**src/rtl/core/lbp_pkg.sv**
```systemverilog
// types, codes and helpers for the led blink pattern generator
`default_nettype none

package lbp_pkg;

   localparam int TIME_BITS = 32;
   localparam int NOW_BITS  = 32;
   localparam int DUR_BITS  = 16;
   localparam int LEN_BITS  = 8;
   localparam int MODE_BITS = 2;
   localparam int CSR_INDEX_BITS = 3;
   localparam int CSR_DATA_BITS  = 16;

   localparam logic [MODE_BITS-1:0] MODE_OFF   = 2'd0;
   localparam logic [MODE_BITS-1:0] MODE_ON    = 2'd1;
   localparam logic [MODE_BITS-1:0] MODE_BLINK = 2'd2;
   localparam logic [MODE_BITS-1:0] MODE_BURST = 2'd3;

   localparam logic [CSR_INDEX_BITS-1:0] CSR_PATTERN_MODE  = 3'd0;
   localparam logic [CSR_INDEX_BITS-1:0] CSR_BLINK_ON_MS   = 3'd1;
   localparam logic [CSR_INDEX_BITS-1:0] CSR_BLINK_OFF_MS  = 3'd2;
   localparam logic [CSR_INDEX_BITS-1:0] CSR_BURST_ON_MS   = 3'd3;
   localparam logic [CSR_INDEX_BITS-1:0] CSR_BURST_OFF_MS  = 3'd4;
   localparam logic [CSR_INDEX_BITS-1:0] CSR_BURST_LENGTH  = 3'd5;
   localparam logic [CSR_INDEX_BITS-1:0] CSR_BURST_WAIT_MS = 3'd6;

   localparam logic [LEN_BITS-1:0] CYCLES_MAX = '1;

   typedef struct packed {
      logic [MODE_BITS-1:0] pattern_mode;
      logic [DUR_BITS-1:0]  blink_on_ms;
      logic [DUR_BITS-1:0]  blink_off_ms;
      logic [DUR_BITS-1:0]  burst_on_ms;
      logic [DUR_BITS-1:0]  burst_off_ms;
      logic [LEN_BITS-1:0]  burst_length;
      logic [DUR_BITS-1:0]  burst_wait_ms;
   } lbp_cfg_type;

   typedef struct packed {
      logic                 drive_level;
      logic                 blink_phase_on;
      logic [TIME_BITS-1:0] blink_last_change;
      logic                 burst_phase_on;
      logic [TIME_BITS-1:0] burst_last_change;
      logic [LEN_BITS-1:0]  burst_cycles_done;
      logic                 burst_waiting;
   } lbp_state_type;

   // phase over once now reaches last + dur, sum wraps at the time width
   function automatic logic elapsed(input logic [TIME_BITS-1:0] now,
                                    input logic [DUR_BITS-1:0]  dur,
                                    input logic [TIME_BITS-1:0] last);
      logic [TIME_BITS-1:0] limit;
      limit = last + TIME_BITS'(dur);
      return now >= limit;
   endfunction

endpackage

`default_nettype wire

```
**src/rtl/core/lbp_step.sv**
```systemverilog
// next-state logic of the pattern generator for one poll
`default_nettype none

module lbp_step
   import lbp_pkg::*;
(
   input  lbp_cfg_type          cfg,
   input  lbp_state_type        state,
   input  logic [TIME_BITS-1:0] now,
   output lbp_state_type        next_state
);

   logic [LEN_BITS-1:0] cycles_inc;

   assign cycles_inc = (state.burst_cycles_done < CYCLES_MAX) ?
                       state.burst_cycles_done + LEN_BITS'(1) : state.burst_cycles_done;

   always_comb begin
      next_state = state;
      case (cfg.pattern_mode)
         MODE_OFF: begin
            next_state.drive_level = 1'b0;
         end
         MODE_ON: begin
            next_state.drive_level = 1'b1;
         end
         MODE_BLINK: begin
            if (state.blink_phase_on) begin
               if (elapsed(now, cfg.blink_on_ms, state.blink_last_change)) begin
                  next_state.blink_last_change = now;
                  next_state.blink_phase_on    = 1'b0;
                  next_state.drive_level       = 1'b0;
               end
            end else begin
               if (elapsed(now, cfg.blink_off_ms, state.blink_last_change)) begin
                  next_state.blink_last_change = now;
                  next_state.blink_phase_on    = 1'b1;
                  next_state.drive_level       = 1'b1;
               end
            end
         end
         default: begin
            if (state.burst_waiting) begin
               // led held off for the whole wait
               next_state.drive_level = 1'b0;
               if (elapsed(now, cfg.burst_wait_ms, state.burst_last_change)) begin
                  next_state.burst_last_change = now;
                  next_state.burst_cycles_done = '0;
                  next_state.burst_waiting     = 1'b0;
                  next_state.burst_phase_on    = 1'b0;
               end
            end else if (state.burst_phase_on) begin
               if (elapsed(now, cfg.burst_on_ms, state.burst_last_change)) begin
                  next_state.burst_last_change = now;
                  next_state.burst_phase_on    = 1'b0;
                  next_state.drive_level       = 1'b0;
                  next_state.burst_cycles_done = cycles_inc;
                  if (cycles_inc >= cfg.burst_length) begin
                     next_state.burst_waiting = 1'b1;
                  end
               end
            end else begin
               if (elapsed(now, cfg.burst_off_ms, state.burst_last_change)) begin
                  next_state.burst_last_change = now;
                  next_state.burst_phase_on    = 1'b1;
                  next_state.drive_level       = 1'b1;
               end
            end
         end
      endcase
   end

endmodule

`default_nettype wire

```
**src/rtl/core/led_blink_pattern_generator_unit.sv**
```systemverilog
// Drives one LED level from a pattern mode, one poll transaction at a time.
//
// req channel: req_valid / req_stall with req_now_ms, the millisecond time
// of the poll. rsp channel: rsp_valid / rsp_stall with rsp_led_level, the
// level after that poll; exactly one rsp transaction per req transaction,
// in order. csr channel: csr_valid / csr_ready write port, csr_index picks
// the register (mode, blink on/off, burst on/off, burst length, burst wait),
// csr_wdata carries the value; csr_ready is always high. Write registers only
// while no poll is in flight.
// Each poll passes the input register, then the result register. A new poll
// is taken every cycle while the receiver does not stall; the single
// compare-and-update of the phase state sits between the two registers.
// When the receiver stalls, the result register holds and the input register
// still takes one more poll; req_stall rises only once both are full.
// Reset (synchronous, active high) clears the configuration registers and
// phase state to 0, empties both stages and sets the stored drive level to on.
`default_nettype none

module led_blink_pattern_generator_unit
   import lbp_pkg::*;
(
   input  logic                      clock,
   input  logic                      reset,

   input  logic                      req_valid,
   output logic                      req_stall,
   input  logic [NOW_BITS-1:0]       req_now_ms,

   output logic                      rsp_valid,
   input  logic                      rsp_stall,
   output logic                      rsp_led_level,

   input  logic                      csr_valid,
   output logic                      csr_ready,
   input  logic [CSR_INDEX_BITS-1:0] csr_index,
   input  logic [CSR_DATA_BITS-1:0]  csr_wdata
);

   lbp_cfg_type          cfg_ff, cfg_in;
   lbp_state_type        state_ff, state_in, state_next;
   logic                 s1_valid_ff, s1_valid_in;
   logic [TIME_BITS-1:0] s1_now_ff, s1_now_in;
   logic                 rsp_valid_ff, rsp_valid_in;
   logic                 rsp_level_ff, rsp_level_in;
   logic                 move;
   logic                 fire;
   logic                 load;

   assign csr_ready = 1'b1;

   // result register free or being drained this cycle
   assign move      = !rsp_valid_ff || !rsp_stall;
   assign req_stall = s1_valid_ff && !move;
   assign load      = req_valid && !req_stall;
   assign fire      = s1_valid_ff && move;

   always_comb begin
      cfg_in = cfg_ff;
      if (csr_valid && csr_ready) begin
         case (csr_index)
            CSR_PATTERN_MODE:  cfg_in.pattern_mode  = csr_wdata[MODE_BITS-1:0];
            CSR_BLINK_ON_MS:   cfg_in.blink_on_ms   = csr_wdata[DUR_BITS-1:0];
            CSR_BLINK_OFF_MS:  cfg_in.blink_off_ms  = csr_wdata[DUR_BITS-1:0];
            CSR_BURST_ON_MS:   cfg_in.burst_on_ms   = csr_wdata[DUR_BITS-1:0];
            CSR_BURST_OFF_MS:  cfg_in.burst_off_ms  = csr_wdata[DUR_BITS-1:0];
            CSR_BURST_LENGTH:  cfg_in.burst_length  = csr_wdata[LEN_BITS-1:0];
            CSR_BURST_WAIT_MS: cfg_in.burst_wait_ms = csr_wdata[DUR_BITS-1:0];
            default: begin
            end
         endcase
      end
   end

   lbp_step u_step (
      .cfg        (cfg_ff),
      .state      (state_ff),
      .now        (s1_now_ff),
      .next_state (state_next)
   );

   assign s1_valid_in  = req_stall ? 1'b1 : req_valid;
   assign s1_now_in    = load ? TIME_BITS'(req_now_ms) : s1_now_ff;
   assign state_in     = fire ? state_next : state_ff;
   assign rsp_valid_in = fire ? 1'b1 : (rsp_valid_ff && rsp_stall);
   assign rsp_level_in = fire ? state_next.drive_level : rsp_level_ff;

   always_ff @(posedge clock) begin
      if (reset) begin
         cfg_ff       <= '0;
         s1_valid_ff  <= 1'b0;
         rsp_valid_ff <= 1'b0;
         state_ff     <= '{drive_level: 1'b1, default: '0};
      end else begin
         cfg_ff       <= cfg_in;
         s1_valid_ff  <= s1_valid_in;
         rsp_valid_ff <= rsp_valid_in;
         state_ff     <= state_in;
      end
   end

   always_ff @(posedge clock) begin
      s1_now_ff    <= s1_now_in;
      rsp_level_ff <= rsp_level_in;
   end

   assign rsp_valid     = rsp_valid_ff;
   assign rsp_led_level = rsp_level_ff;

endmodule

`default_nettype wire

```
**config.mk**
```make
export PLATFORM = sky130hd
export DESIGN_NAME = led_blink_pattern_generator_unit
export DESIGN_NICKNAME = d
export VERILOG_FILES = /design/src/rtl/core/lbp_pkg.sv /design/src/rtl/core/lbp_step.sv /design/src/rtl/core/led_blink_pattern_generator_unit.sv
export SDC_FILE = /design/constraint.sdc
export NUM_CORES = 1
export LEC_CHECK = 0
export BUFFER_PORTS_ARGS = -buffer_cell sky130_fd_sc_hd__buf_2
export CAP_MARGIN = 10
export CORE_MARGIN = 2
export CORE_UTILIZATION = 44
export CTS_BUF_LIST = sky130_fd_sc_hd__clkbuf_8
export DETAILED_ROUTE_END_ITERATION = 16
export GPL_ROUTABILITY_DRIVEN = 0
export PLACE_DENSITY_LB_ADDON = 0.08
export SYNTH_ARGS = -nofsm -noshare
export SYNTH_HDL_FRONTEND = slang
export SYNTH_SLANG_ARGS = --single-unit
export TNS_END_PERCENT = 30
```
**constraint.sdc**
```tcl
create_clock -name clock -period 4.7 [get_ports clock]
set_input_delay 1.175 -clock clock [delete_from_list [all_inputs] [get_ports clock]]
set_output_delay 1.175 -clock clock [all_outputs]
set_load 0.05 [all_outputs]
```
==> qor.txt, run 1 <==
final worst path period need -> 5.20 ns
Min Hold Slack -> 0.455 ns
wire length of the first global-routing pass -> 73.9 mm
setup slack at placement -> -0.856 ns
I/O pins -> 60
drt wl/cell -> 18.5 µm
detailed-route via count -> 14000
Slew HR -> 17.2%
maximum achievable frequency -> 192 MHz
Die Y -> 193 µm
post-DR vias/cell -> 5.42
worst hold path startpoint -> cfg_ff[21]
Area Overhead vs Synth -> 21.8%
leakage power figure -> 8.12 nW
HPWL Detailed -> 35.2 mm
power density over cell area -> 214 mW/mm²
number of nets with antenna violations after routing -> 0
synth top area cells -> dfxtp_1 21%, ha_1 20%, nand2_1 6.4%, edfxtp_1 6.3%, a21oi_1 6.2%
core region area -> 0.0353 mm²
CP max stage cell -> a221o_2
fraction of synthesized cell area taken by the top area cell type -> 21.4%
Pins Over Slew Limit -> 0
register area share after synthesis -> 27.8%
Compound-Gate Fraction of Synth Area -> 17.1%
DP Cell Count -> 2486
setup slack, reg-to-reg -> -0.50 ns
warning count from the yosys run -> 0
kind of path behind the tightest hold check -> flip-flop to flip-flop
Worst-path clk slew -> 0.06 ns
antenna violations before repair -> 1
total global-route track usage -> 26.0%
async set-or-reset flop fraction in the synthesized netlist -> 0%
Synth Area per Inst -> 8.46 µm²
Net Count, Synth -> 2164
Max stage delay on crit path -> 0.51 ns
number of enable-type register cells in the synthesized netlist -> 33
multiplexer area fraction after synthesis -> 4.28%
row cnt -> 69
beginning of the worst register-to-register path -> state_ff[42]
flip-flop and latch count after synthesis -> 201
number of design rule violations left after detail routing -> 0
Layout Skew -> 0.0199 ns
logic depth of the worst setup path including buffers -> 25
reg2reg end -> state_ff[53]
violated checks -> setup timing
clk root buf -> clkbuf_8
via count of the first global-routing pass -> 13400
ratio of cells with drive above 1 in the final layout -> 19.3%
worst path setup slack after routing -> -0.501 ns
total setup violations reported at the end of the flow -> 42
number of max-cap violations -> 0
number of antenna repair diodes -> 0
endpoints failing hold -> 0
number of clock buffers inserted by TritonCTS -> 41
critical path data arrival time -> 5.66 ns
Tightest Pin Transition -> 1.21 ns
deepest level of the CTS H-tree -> 2
ys flop type -> dfxtp_1
drt pass-1 iters -> 5
worst path buffer plus inverter count -> 4
Top Family by Delay on Critical Path -> compound AO/OA/AOI/OAI gates
placed cell areas -> 0.0176 mm²
dominant combinational cell family by area after synthesis -> adder cells
total global routing overflow -> 0
adder-cell share of the synthesized area -> 20.5%
Horiz. Die Dim -> 193 µm
launch point of the critical path -> state_ff[42]
CTS tree -> yes
utilization after layout -> 54.1%
cell accounting for the most synthesized area -> dfxtp_1
nets -> 2398
run status -> finished, violations left
Worst EP required -> 5.16 ns
timing endpoint of the critical path -> state_ff[53]
synthesized-area fraction occupied by xor and xnor cells -> 7.93%
Worst Setup Path Type -> flip-flop to flip-flop
power after layout -> 4.10 mW
pin count of the biggest net entering global routing -> 85
area of the die -> 0.0372 mm²
unrepaired setup endpoints after global routing -> yes
Max FO, Critical Path -> 8
number of DRC violations after detailed-routing iteration 0 -> 743
number of buffers inserted for hold repair after clock tree synthesis -> 0
total negative slack -> -15.57 ns
count of cells along the worst register-to-register path -> 25
Yosys cell types -> 81
Layout Cell Area excl Fill -> 0.0191 mm²
total of buffers placed on input and output ports -> 58
Layout Cells excl Fill -> 2582
critical path startpoint category -> flip-flop
Initial Util -> 44.4%
worst ir drop on vdd -> 0.264 mV
Netlist Area Pre-Place -> 0.0157 mm²
simple-gate portion of the synthesized area -> 19.0%
source-to-sink clock delay at the later pin of the worst-skew pair -> 0.61 ns
synthesized netlist cell count -> 1854
Tcrit/Tclk final -> 111%
aggregate routed wire length -> 47.7 mm
hold path cells -> 2
endpoint type of the worst setup path -> flip-flop
number of buffers on the longest clock path -> 3
CTS sink cnt -> 201
==> sequential cells by signal (all words and copies together), names as in the netlist <==
signal	flops
cfg_ff	90
rsp_led_level	1
rsp_valid	1
s1_valid_ff	1
s1_now_ff	32
state_ff	76
==> cells in the mapped netlist, types with 22 or more instances <==
cell type,count
a21o_1,49
a21oi_1,195
and3_1,22
clkbuf_1,34
dfxtp_1,168
edfxtp_1,33
ha_1,249
inv_1,54
mux2i_1,66
nand2_1,268
nand2b_1,26
nand3_1,47
nand4_1,26
nor2_1,163
nor2b_1,23
nor3_1,26
o21a_1,23
o21ai_0,51
xnor2_1,74
xor2_1,68
==> report_power, final <==
| part | leakage (nW) | internal (mW) | switching [mW] |
|---|---|---|---|
| Combinational | 5.96 | 0.187 | 0.254 |
| Sequential | 1.68 | 1.79 | 0.0684 |
| Clock | 0.481 | 0.957 | 0.839 |
==> worst min path at each step <==
| stage | end | slack (ns) |
|---|---|---|
| after floorplan | cfg_ff[17] | 0.44 |
| after global placement | cfg_ff[23] | 0.44 |
| after detailed placement | cfg_ff[21] | 0.45 |
| after CTS | cfg_ff[21] | 0.45 |
| after global routing | cfg_ff[21] | 0.47 |
| final | cfg_ff[21] | 0.45 |
==> cell usage in the layout (no fill, tap or decap), types with 8 or more instances in the layout <==
cell type / Yosys / layout
nor2b_1: 23 / 19
buf_4: 1 / 172
a21oi_2: 2 / 10
a21o_1: 49 / 48
nand2b_1: 26 / 24
xor2_1: 68 / 68
dfxtp_1: 168 / 164
nand2_1: 268 / 266
a21oi_1: 195 / 186
o21ai_1: 9 / 10
inv_1: 54 / 72
nor3_1: 26 / 20
nand3_1: 47 / 46
o21a_1: 23 / 23
buf_6: 5 / 9
o21ai_0: 51 / 43
nor2_1: 163 / 159
ha_1: 249 / 244
or3_1: 8 / 8
nand4_1: 26 / 26
and3_1: 22 / 22
edfxtp_1: 33 / 33
o21bai_1: 10 / 10
clkbuf_8: 0 / 50
buf_2: 14 / 57
mux2i_1: 66 / 64
or2_2: 8 / 8
buf_12: 3 / 8
xnor2_1: 74 / 74
==> layout make-up <==
cell class              instances  area (µm²)
fillers                      3348       16200
multi-input cells            1541       11300
flip-flops and latches        201        4360
repair buffers                249        1920
clock buffers                  50         688
well taps                     461         577
inverters                      54         203
clock inverters                26         105
==> per-layer routing <==
| layer | vias up | track usage (%) | wire length [µm] |
|---|---|---|---|
| met1 | 6514 | 34.4 | 22000 |
| met4 | 2 | 7.25 | 1220 |
| li1 | 7089 | - | - |
| met2 | 315 | 43.6 | 22300 |
| met5 | - | 0 | 8 |
| met3 | 76 | 4.15 | 2210 |
==> worst min-delay path, delay by kind of cell, from the launching register on <==
kind               cells  cell delay [ns]
AOI/OAI and AO/OA      1             0.05
DFF                    1             0.31
and+or+nand+nor        1             0.05
==> logic make-up after synthesis <==
group | count (synthesis)
and+or+nand+nor | 652
AOI/OAI and AO/OA | 425
adders and majority gates | 254
DFF | 201
xor gates and xnor gates | 142
buffers and inverters | 112
muxes | 67
other | 1
==> repair_timing <==
| item | in CTS | in global routing |
|---|---|---|
| setup buffers | 14 | 4 |
| hold endpoints to repair | 0 | 0 |
| endpoints found under the setup margin | 77 | 77 |
| gates resized for setup | 87 | 31 |
| gates cloned | 4 | 0 |
| pin swaps | 56 | 35 |
(Power assumes the default switching activity.)
==> inputs of run 2 (changes only) <==
--- a/config.mk
+++ b/config.mk
@@ -5,10 +5,13 @@
 export SDC_FILE = /design/constraint.sdc
 export NUM_CORES = 1
 export LEC_CHECK = 0
+export ABC_AREA = 1
 export BUFFER_PORTS_ARGS = -buffer_cell sky130_fd_sc_hd__buf_2
 export CAP_MARGIN = 10
+export CELL_PAD_IN_SITES_DETAIL_PLACEMENT = 0
+export CELL_PAD_IN_SITES_GLOBAL_PLACEMENT = 1
 export CORE_MARGIN = 2
-export CORE_UTILIZATION = 44
+export CORE_UTILIZATION = 43
 export CTS_BUF_LIST = sky130_fd_sc_hd__clkbuf_8
 export DETAILED_ROUTE_END_ITERATION = 16
 export GPL_ROUTABILITY_DRIVEN = 0
==> run 2 against run 1 <==
Combinational power is 15% higher. Via count is 7.5% higher. Register-to-register slack better by 0.75 ns. Non-clock buffer count is 161 lower. Die area is 6.9% higher. Total power is 7.3% higher. Synthesized cell count is 24% higher. Clock power is 11% higher. Global-route usage is 0.17 points lower. Clock skew is 0.014 ns higher. Area after synthesis is 4.6% higher. The flow now finishes without violations. Highest routed layer is now met4.
==> qor.txt, run 2 <==
run status -> finished, final reports clean (was finished, violations left)
endpoint type of the worst setup path -> flip-flop (unchanged)
total of buffers placed on input and output ports -> 58 (unchanged)
Worst Setup Path Type -> flip-flop to flip-flop (unchanged)
Top Registers -> cfg_ff x90, state_ff x76, s1_now_ff x32 (unchanged)
fill cell instance count of the final layout -> 3841 (was 3348)
CTS sink cnt -> 201 (unchanged)
async set-or-reset flop fraction in the synthesized netlist -> 0% (unchanged)
cell accounting for the most synthesized area -> dfxtp_1 (unchanged)
deepest level of the CTS H-tree -> 2 (unchanged)
kind of path behind the tightest hold check -> flip-flop to flip-flop (unchanged)
maximum achievable frequency -> 225 MHz (was 192 MHz)
Tightest Pin Transition -> 0.820 ns (was 1.21 ns)
unrepaired setup endpoints after global routing -> no (was yes)
Netlist Area Pre-Place -> 0.0164 mm² (was 0.0157 mm²)
aggregate routed wire length -> 52.2 mm (was 47.7 mm)
power density over cell area -> 240 mW/mm² (was 214 mW/mm²)
worst ir drop on vdd -> 0.196 mV (was 0.264 mV)
setup slack, reg-to-reg -> 0.25 ns (was -0.50 ns)
final worst path period need -> 4.45 ns (was 5.20 ns)
end point of the most critical hold path -> cfg_ff[51] (was cfg_ff[21])
Slew HR -> 45.4% (was 17.2%)
number of nets with antenna violations after routing -> 0 (unchanged)
total global routing overflow -> 0 (unchanged)
count of cells along the worst register-to-register path -> 28 (was 25)
number of max-cap violations -> 0 (unchanged)
setup slack at placement -> -0.0711 ns (was -0.856 ns)
reg2reg end -> state_ff[39] (was state_ff[53])
most common library cell in the layout ignoring fill and taps -> nand2_1 (unchanged)
wire length of the first global-routing pass -> 79.1 mm (was 73.9 mm)
critical path startpoint category -> flip-flop (unchanged)
Tcrit/Tclk final -> 94.6% (was 111%)
leakage power figure -> 8.24 nW (was 8.12 nW)
hold path cells -> 2 (unchanged)
Pins Over Slew Limit -> 0 (unchanged)
HPWL Detailed -> 39.2 mm (was 35.2 mm)
critical path data arrival time -> 4.94 ns (was 5.66 ns)
Worst EP required -> 5.19 ns (was 5.16 ns)
Die Y -> 199 µm (was 193 µm)
area of the die -> 0.0397 mm² (was 0.0372 mm²)
number of DRC violations after detailed-routing iteration 0 -> 989 (was 743)
endpoints failing hold -> 0 (unchanged)
Worst-path clk slew -> 0.06 ns (about the same)
number of antenna repair diodes -> 0 (unchanged)
flip-flop and latch count after synthesis -> 201 (unchanged)
via count of the first global-routing pass -> 14300 (was 13400)
total setup violations reported at the end of the flow -> 0 (was 42)
pin count of the biggest net entering global routing -> 79 (was 85)
Synth Area per Inst -> 7.15 µm² (was 8.46 µm²)
Yosys cell types -> 51 (was 81)
Net Count, Synth -> 2605 (was 2164)
row cnt -> 71 (was 69)
highest-count cells in the layout ignoring fill and taps -> 439 x nand2_1, 372 x nor2_1, 249 x ha_1 (was 266 x nand2_1, 244 x ha_1, 186 x a21oi_1)
nets -> 2684 (was 2398)
Initial Util -> 43.6% (was 44.4%)
Layout Cell Area excl Fill -> 0.0183 mm² (was 0.0191 mm²)
total global-route track usage -> 25.8% (was 26.0%)
worst hold path startpoint -> cfg_ff[51] (was cfg_ff[21])
DP Cell Count -> 2830 (was 2486)
logic depth of the worst setup path including buffers -> 28 (was 25)
clk root buf -> clkbuf_8 (unchanged)
fraction of synthesized cell area taken by the top area cell type -> 20.5% (was 21.4%)
post-DR vias/cell -> 5.16 (was 5.42)
Layout Cells excl Fill -> 2916 (was 2582)
Most flops, register -> cfg_ff (unchanged)
ys flop type -> dfxtp_1 (unchanged)
most instantiated cells after synthesis -> 442 x nand2_1, 376 x nor2_1, 249 x ha_1 (was 268 x nand2_1, 249 x ha_1, 195 x a21oi_1)
number of buffers on the longest clock path -> 3 (unchanged)
antenna violations before repair -> 0 (was 1)
worst path buffer plus inverter count -> 4 (unchanged)
drt wl/cell -> 17.9 µm (was 18.5 µm)
detailed-route via count -> 15000 (was 14000)
ratio of cells with drive above 1 in the final layout -> 9.31% (was 19.3%)
total negative slack -> 0 ns (was -15.57 ns)
Min Hold Slack -> 0.454 ns (was 0.455 ns)
number of enable-type register cells in the synthesized netlist -> 33 (unchanged)
CP max stage cell -> fa_1 (was a221o_2)
worst path setup slack after routing -> 0.252 ns (was -0.501 ns)
source-to-sink clock delay at the later pin of the worst-skew pair -> 0.62 ns (was 0.61 ns)
Horiz. Die Dim -> 199 µm (was 193 µm)
utilization after layout -> 48.6% (was 54.1%)
number of design rule violations left after detail routing -> 0 (unchanged)
number of clock buffers inserted by TritonCTS -> 41 (unchanged)
synthesized netlist cell count -> 2295 (was 1854)
most frequent cell after synthesis -> nand2_1 (unchanged)
warning count from the yosys run -> 0 (unchanged)
Area Overhead vs Synth -> 11.6% (was 21.8%)
I/O pins -> 60 (unchanged)
register area share after synthesis -> 26.5% (was 27.8%)
Max FO, Critical Path -> 16 (was 8)
CTS tree -> yes (unchanged)
synth top area cells -> dfxtp_1 20%, ha_1 19%, nand2_1 10%, nor2_1 8.6%, a21oi_1 6.2% (was dfxtp_1 21%, ha_1 20%, nand2_1 6.4%, edfxtp_1 6.3%, a21oi_1 6.2%)
Layout Skew -> 0.0335 ns (was 0.0199 ns)
power after layout -> 4.39 mW (was 4.10 mW)
max reg flops -> 90 (unchanged)
Max stage delay on crit path -> 0.39 ns (was 0.51 ns)
core region area -> 0.0377 mm² (was 0.0353 mm²)
placed cell areas -> 0.0172 mm² (was 0.0176 mm²)
beginning of the worst register-to-register path -> cfg_ff[40] (was state_ff[42])
Top Family by Delay on Critical Path -> simple AND/OR/NAND/NOR gates (was compound AO/OA/AOI/OAI gates)
drt pass-1 iters -> 8 (was 5)
run 2: changes by cell type after synthesis, moves of 44 or more:
cell     delta
nor2_1    +213
nand2_1   +174
inv_1     +170
o21ai_0   +122
mux2i_1    -66
xor2_1     +44
run 2: layout make-up:
class / instances / area [µm²] / area share [%]
multi-input combinational: 1812 / 11000 / 59.8
timing repair buffer: 88 / 624 / 3.41
sequential: 201 / 4360 / 23.8
tap: 511 / 639 / 3.49
clock inverter: 26 / 215 / 1.18
clock buffer: 48 / 661 / 3.61
inverter: 230 / 866 / 4.73
run 2: timing repair:
action,CTS,global route
setup endpoints to repair,32,41
cloned,0,5
setup buffers,0,7
gates resized for setup,3,14
pin swaps,0,8
hold buffers,0,0
run 2: tightest hold or removal path, cell delays in order, from the launching register on:
cell	delay [ns]
dfxtp_1	0.31
inv_1	0.05
a21oi_1	0.05
run 2: logic make-up (layout without fill, tap and decap cells):
logic type / after synthesis / in the layout / synth area share, %
compound gates: 441 / 441 / 14.6
flops: 201 / 201 / 26.5
fa+ha+maj: 254 / 254 / 19.6
buf+inv: 282 / 392 / 7.04
other cells: 1 / 1 / 0.0229
xor+xnor: 153 / 153 / 8.17
simple gates: 963 / 963 / 24.1
run 2: power breakdown:
| group | internal (mW) | leakage [nW] | switching, mW | total (mW) |
|---|---|---|---|---|
| logic | 0.194 | 6.06 | 0.313 | 0.507 |
| registers | 1.80 | 1.68 | 0.0791 | 1.88 |
| clock network | 1.15 | 0.502 | 0.854 | 2.00 |
run 2: worst max path at each step:
stage,from,endpoint,slack [ns]
after floorplan,state_ff[9],state_ff[38],1.17
after global placement,state_ff[10],state_ff[27],-0.02
after detailed placement,state_ff[10],state_ff[20],-0.07
after CTS,state_ff[10],state_ff[11],0.009
after global routing,cfg_ff[24],state_ff[39],0.001
final,cfg_ff[40],state_ff[39],0.25
run 2: routing by layer:
| metal | GRT usage, % | wire length (µm) | vias to the layer above |
|---|---|---|---|
| met5 | 0 | 0 | - |
| met4 | 8.48 | 1410 | 0 |
| met3 | 3.49 | 2310 | 88 |
| met2 | 41.8 | 23200 | 310 |
| met1 | 35.5 | 25300 | 6906 |
| li1 | - | - | 7744 |
==> inputs of run 3 (changes only) <==
--- a/config.mk
+++ b/config.mk
@@ -7,11 +7,11 @@
 export LEC_CHECK = 0
 export ABC_AREA = 1
 export BUFFER_PORTS_ARGS = -buffer_cell sky130_fd_sc_hd__buf_2
-export CAP_MARGIN = 10
+export CAP_MARGIN = 30
 export CELL_PAD_IN_SITES_DETAIL_PLACEMENT = 0
 export CELL_PAD_IN_SITES_GLOBAL_PLACEMENT = 1
 export CORE_MARGIN = 2
-export CORE_UTILIZATION = 43
+export CORE_UTILIZATION = 44
 export CTS_BUF_LIST = sky130_fd_sc_hd__clkbuf_8
 export DETAILED_ROUTE_END_ITERATION = 16
 export GPL_ROUTABILITY_DRIVEN = 0
==> constraint.sdc (replaced) <==
create_clock -name clock -period 5 [get_ports clock]
set_input_delay 1.25 -clock clock [delete_from_list [all_inputs] [get_ports clock]]
set_output_delay 1.25 -clock clock [all_outputs]
set_load 0.05 [all_outputs]
==> run 3 against run 2 <==
Hold slack gained 0.00091 ns. Sequential power down 6%. First-iteration DRC count shrank 7.3%. Cell count down 2.0%. Critical endpoint is now state_ff[10]. Combinational power down 5.5%. Non-clock buffer count decreased by 15. Largest cell class unchanged. Clock skew shrank 0.011 ns.
==> qor.txt, run 3 (same netlist as run 2, synthesis figures left out) <==
HPWL Detailed -> 38.9 mm (was 39.2 mm)
net switching share of the total power -> 29.2% (was 28.4%)
critical path data arrival time -> 4.89 ns (was 4.94 ns)
number of buffers on the longest clock path -> 3 (unchanged)
antenna violations before repair -> 0 (unchanged)
total of buffers placed on input and output ports -> 58 (unchanged)
detailed-route via count -> 14900 (was 15000)
worst path buffer plus inverter count -> 3 (was 4)
endpoint type of the worst setup path -> flip-flop (unchanged)
max reg flops -> 90 (unchanged)
CP max stage cell -> fa_1 (unchanged)
number of setup buffers added after CTS -> 0 (unchanged)
Horiz. Die Dim -> 197 µm (was 199 µm)
most common library cell in the layout ignoring fill and taps -> nand2_1 (unchanged)
total negative slack -> 0 ns (unchanged)
Most flops, register -> cfg_ff (unchanged)
power density over cell area -> 219 mW/mm² (was 240 mW/mm²)
Tcrit/Tclk final -> 88.0% (was 94.6%)
run status -> finished, final reports clean (unchanged)
Min Hold Slack -> 0.455 ns (was 0.454 ns)
CTS tree -> yes (unchanged)
net switching power of the design -> 1.15 mW (was 1.25 mW)
portion of total power attributed to combinational logic -> 12.2% (was 11.6%)
ratio of cells with drive above 1 in the final layout -> 8.12% (was 9.31%)
critical path startpoint category -> flip-flop (unchanged)
Area Overhead vs Synth -> 9.42% (was 11.6%)
part of the power in the clock network -> 42.8% (was 45.6%)
logic depth of the worst setup path including buffers -> 27 (was 28)
leakage power figure -> 8.12 nW (was 8.24 nW)
number of buffers inserted for hold repair after clock tree synthesis -> 0 (unchanged)
internal power consumption -> 2.78 mW (was 3.15 mW)
worst ir drop on vdd -> 0.185 mV (was 0.196 mV)
Initial Util -> 44.7% (was 43.6%)
kind of path behind the tightest hold check -> flip-flop to flip-flop (unchanged)
unrepaired setup endpoints after global routing -> no (unchanged)
highest-count cells in the layout ignoring fill and taps -> 442 x nand2_1, 376 x nor2_1, 249 x ha_1 (was 439 x nand2_1, 372 x nor2_1, 249 x ha_1)
most frequent cell on the critical path -> nand2_1
wire length of the first global-routing pass -> 79.3 mm (was 79.1 mm)
cells resized by post-CTS repair -> 0 (was 3)
placed cell areas -> 0.0171 mm² (was 0.0172 mm²)
Worst EP required -> 5.49 ns (was 5.19 ns)
I/O pins -> 60 (unchanged)
Slew HR -> 46.3% (was 45.4%)
pin count of the biggest net entering global routing -> 103 (was 79)
reg2reg end -> state_ff[10] (was state_ff[39])
row cnt -> 70 (was 71)
fill cell instance count of the final layout -> 3753 (was 3841)
CTS sink cnt -> 201 (unchanged)
final worst path period need -> 4.40 ns (was 4.45 ns)
clk root buf -> clkbuf_8 (unchanged)
post-DR vias/cell -> 5.22 (was 5.16)
count of cells along the worst register-to-register path -> 27 (was 28)
Worst Setup Path Type -> flip-flop to flip-flop (unchanged)
via count of the first global-routing pass -> 14400 (was 14300)
Layout Cell Area excl Fill -> 0.0180 mm² (was 0.0183 mm²)
Top Registers -> cfg_ff x90, state_ff x76, s1_now_ff x32 (unchanged)
Layout Skew -> 0.0230 ns (was 0.0335 ns)
source-to-sink clock delay at the later pin of the worst-skew pair -> 0.61 ns (was 0.62 ns)
DP Cell Count -> 2782 (was 2830)
area of the die -> 0.0389 mm² (was 0.0397 mm²)
Max FO, Critical Path -> 64 (was 16)
Layout Cells excl Fill -> 2857 (was 2916)
multi-input combinational cell area -> 0.0109 mm² (was 0.0110 mm²)
combined flip-flop and latch cell area -> 0.00435 mm² (was 0.00436 mm²)
drt wl/cell -> 17.4 µm (was 17.9 µm)
number of nets with antenna violations after routing -> 0 (unchanged)
number of antenna repair diodes -> 0 (unchanged)
number of design rule violations left after detail routing -> 0 (unchanged)
timing endpoint of the critical path -> state_ff[10] (was state_ff[39])
total global routing overflow -> 0 (unchanged)
Top Family by Delay on Critical Path -> simple AND/OR/NAND/NOR gates (unchanged)
Tightest Pin Transition -> 0.798 ns (was 0.820 ns)
part of the power in registers -> 45.0% (was 42.8%)
number of DRC violations after detailed-routing iteration 0 -> 917 (was 989)
core region area -> 0.0367 mm² (was 0.0377 mm²)
worst hold path startpoint -> cfg_ff[53] (was cfg_ff[51])
maximum achievable frequency -> 227 MHz (was 225 MHz)
total global-route track usage -> 26.3% (was 25.8%)
launch point of the critical path -> state_ff[9] (was cfg_ff[40])
number of max-cap violations -> 0 (unchanged)
endpoints failing hold -> 0 (unchanged)
drt pass-1 iters -> 5 (was 8)
Worst-path clk slew -> 0.06 ns (about the same)
number of clock buffers inserted by TritonCTS -> 40 (was 41)
nets -> 2668 (was 2684)
Die Y -> 197 µm (was 199 µm)
beginning of the worst register-to-register path -> state_ff[9] (was cfg_ff[40])
aggregate routed wire length -> 49.6 mm (was 52.2 mm)
Max stage delay on crit path -> 0.42 ns (was 0.39 ns)
deepest level of the CTS H-tree -> 2 (unchanged)
total setup violations reported at the end of the flow -> 0 (unchanged)
setup slack, reg-to-reg -> 0.60 ns (was 0.25 ns)
Pins Over Slew Limit -> 0 (unchanged)
## run 3: cell types whose count changed in the layout (fill, tap and decap cells not counted), sizes merged
cell	delta
buf	-12
bufinv	-4
clkbuf	-1
clkinv	-5
clkinvlp	+1
inv	+5
## run 3: worst min path at each step
stage                 endpoint  slack, ns  cells past startpoint
finish              cfg_ff[53]       0.46                      2
global route        cfg_ff[48]       0.48                      2
CTS                 cfg_ff[49]       0.46                      2
detailed placement  cfg_ff[49]       0.45                      2
global placement    cfg_ff[47]       0.45                      2
floorplan           cfg_ff[40]       0.43                      2
## run 3: power by group through the flow
stage | registers (mW) | logic [mW] | clock network (mW)
2_1_floorplan | 1.77 | 0.331 | 0
3_3_place_gp | 1.80 | 0.462 | 0
3_5_place_dp | 1.80 | 0.476 | 0
4_1_cts | 1.77 | 0.479 | 1.74
5_1_grt | 1.77 | 0.561 | 1.80
6_report | 1.77 | 0.479 | 1.68
## run 3: worst register-to-register path, stage by stage (launching register included)
cell and delay [ns]:
dfxtp_1 0.37, ha_1 0.19, inv_1 0.05, fa_1 0.42, o21ai_2 0.31, nand3_1 0.11, nand2_1 0.14, nand3_1 0.09
nand2_1 0.14, nand2_1 0.09, o21ai_2 0.13, nand2_1 0.17, nor2_1 0.15, xor2_1 0.15, inv_1 0.06, ha_1 0.26
nand2_1 0.06, nor2_1 0.14, nand2_1 0.12, nor2_1 0.21, nand2_1 0.13, nand4_1 0.10, nand2_2 0.10, nor2_8 0.10
buf_12 0.26, nand2_1 0.14, nand2_1 0.07, nor2_1 0.04
## run 3: cell type report
| class | count | area share [%] |
|---|---|---|
| clock buffer | 50 | 3.83 |
| clock inverter | 23 | 0.550 |
| inverter | 230 | 4.82 |
| multi-input combinational | 1812 | 60.7 |
| sequential | 201 | 24.2 |
| tap | 468 | 3.26 |
| timing repair buffer | 73 | 2.58 |
## run 3: through the flow
| stage | total power, mW | utilization [%] | setup slack (ns) |
|---|---|---|---|
| 2_1_floorplan | 2.10 | - | 1.47 |
| 3_3_place_gp | 2.27 | 46.6 | 0.615 |
| 6_report | 3.93 | 48.9 | 0.602 |
| 4_1_cts | 3.99 | 48.8 | 0.566 |
| 5_1_grt | 4.13 | 48.9 | 0.159 |
| 3_5_place_dp | 2.28 | 46.7 | 0.588 |
## run 3: metal layers
layer	vias to the layer above	wire length [µm]	GRT usage, %
met5	-	0	0
met4	0	1260	8.24
met3	85	2510	3.70
met2	334	21700	42.1
met1	6789	24200	36.5
li1	7704	-	-
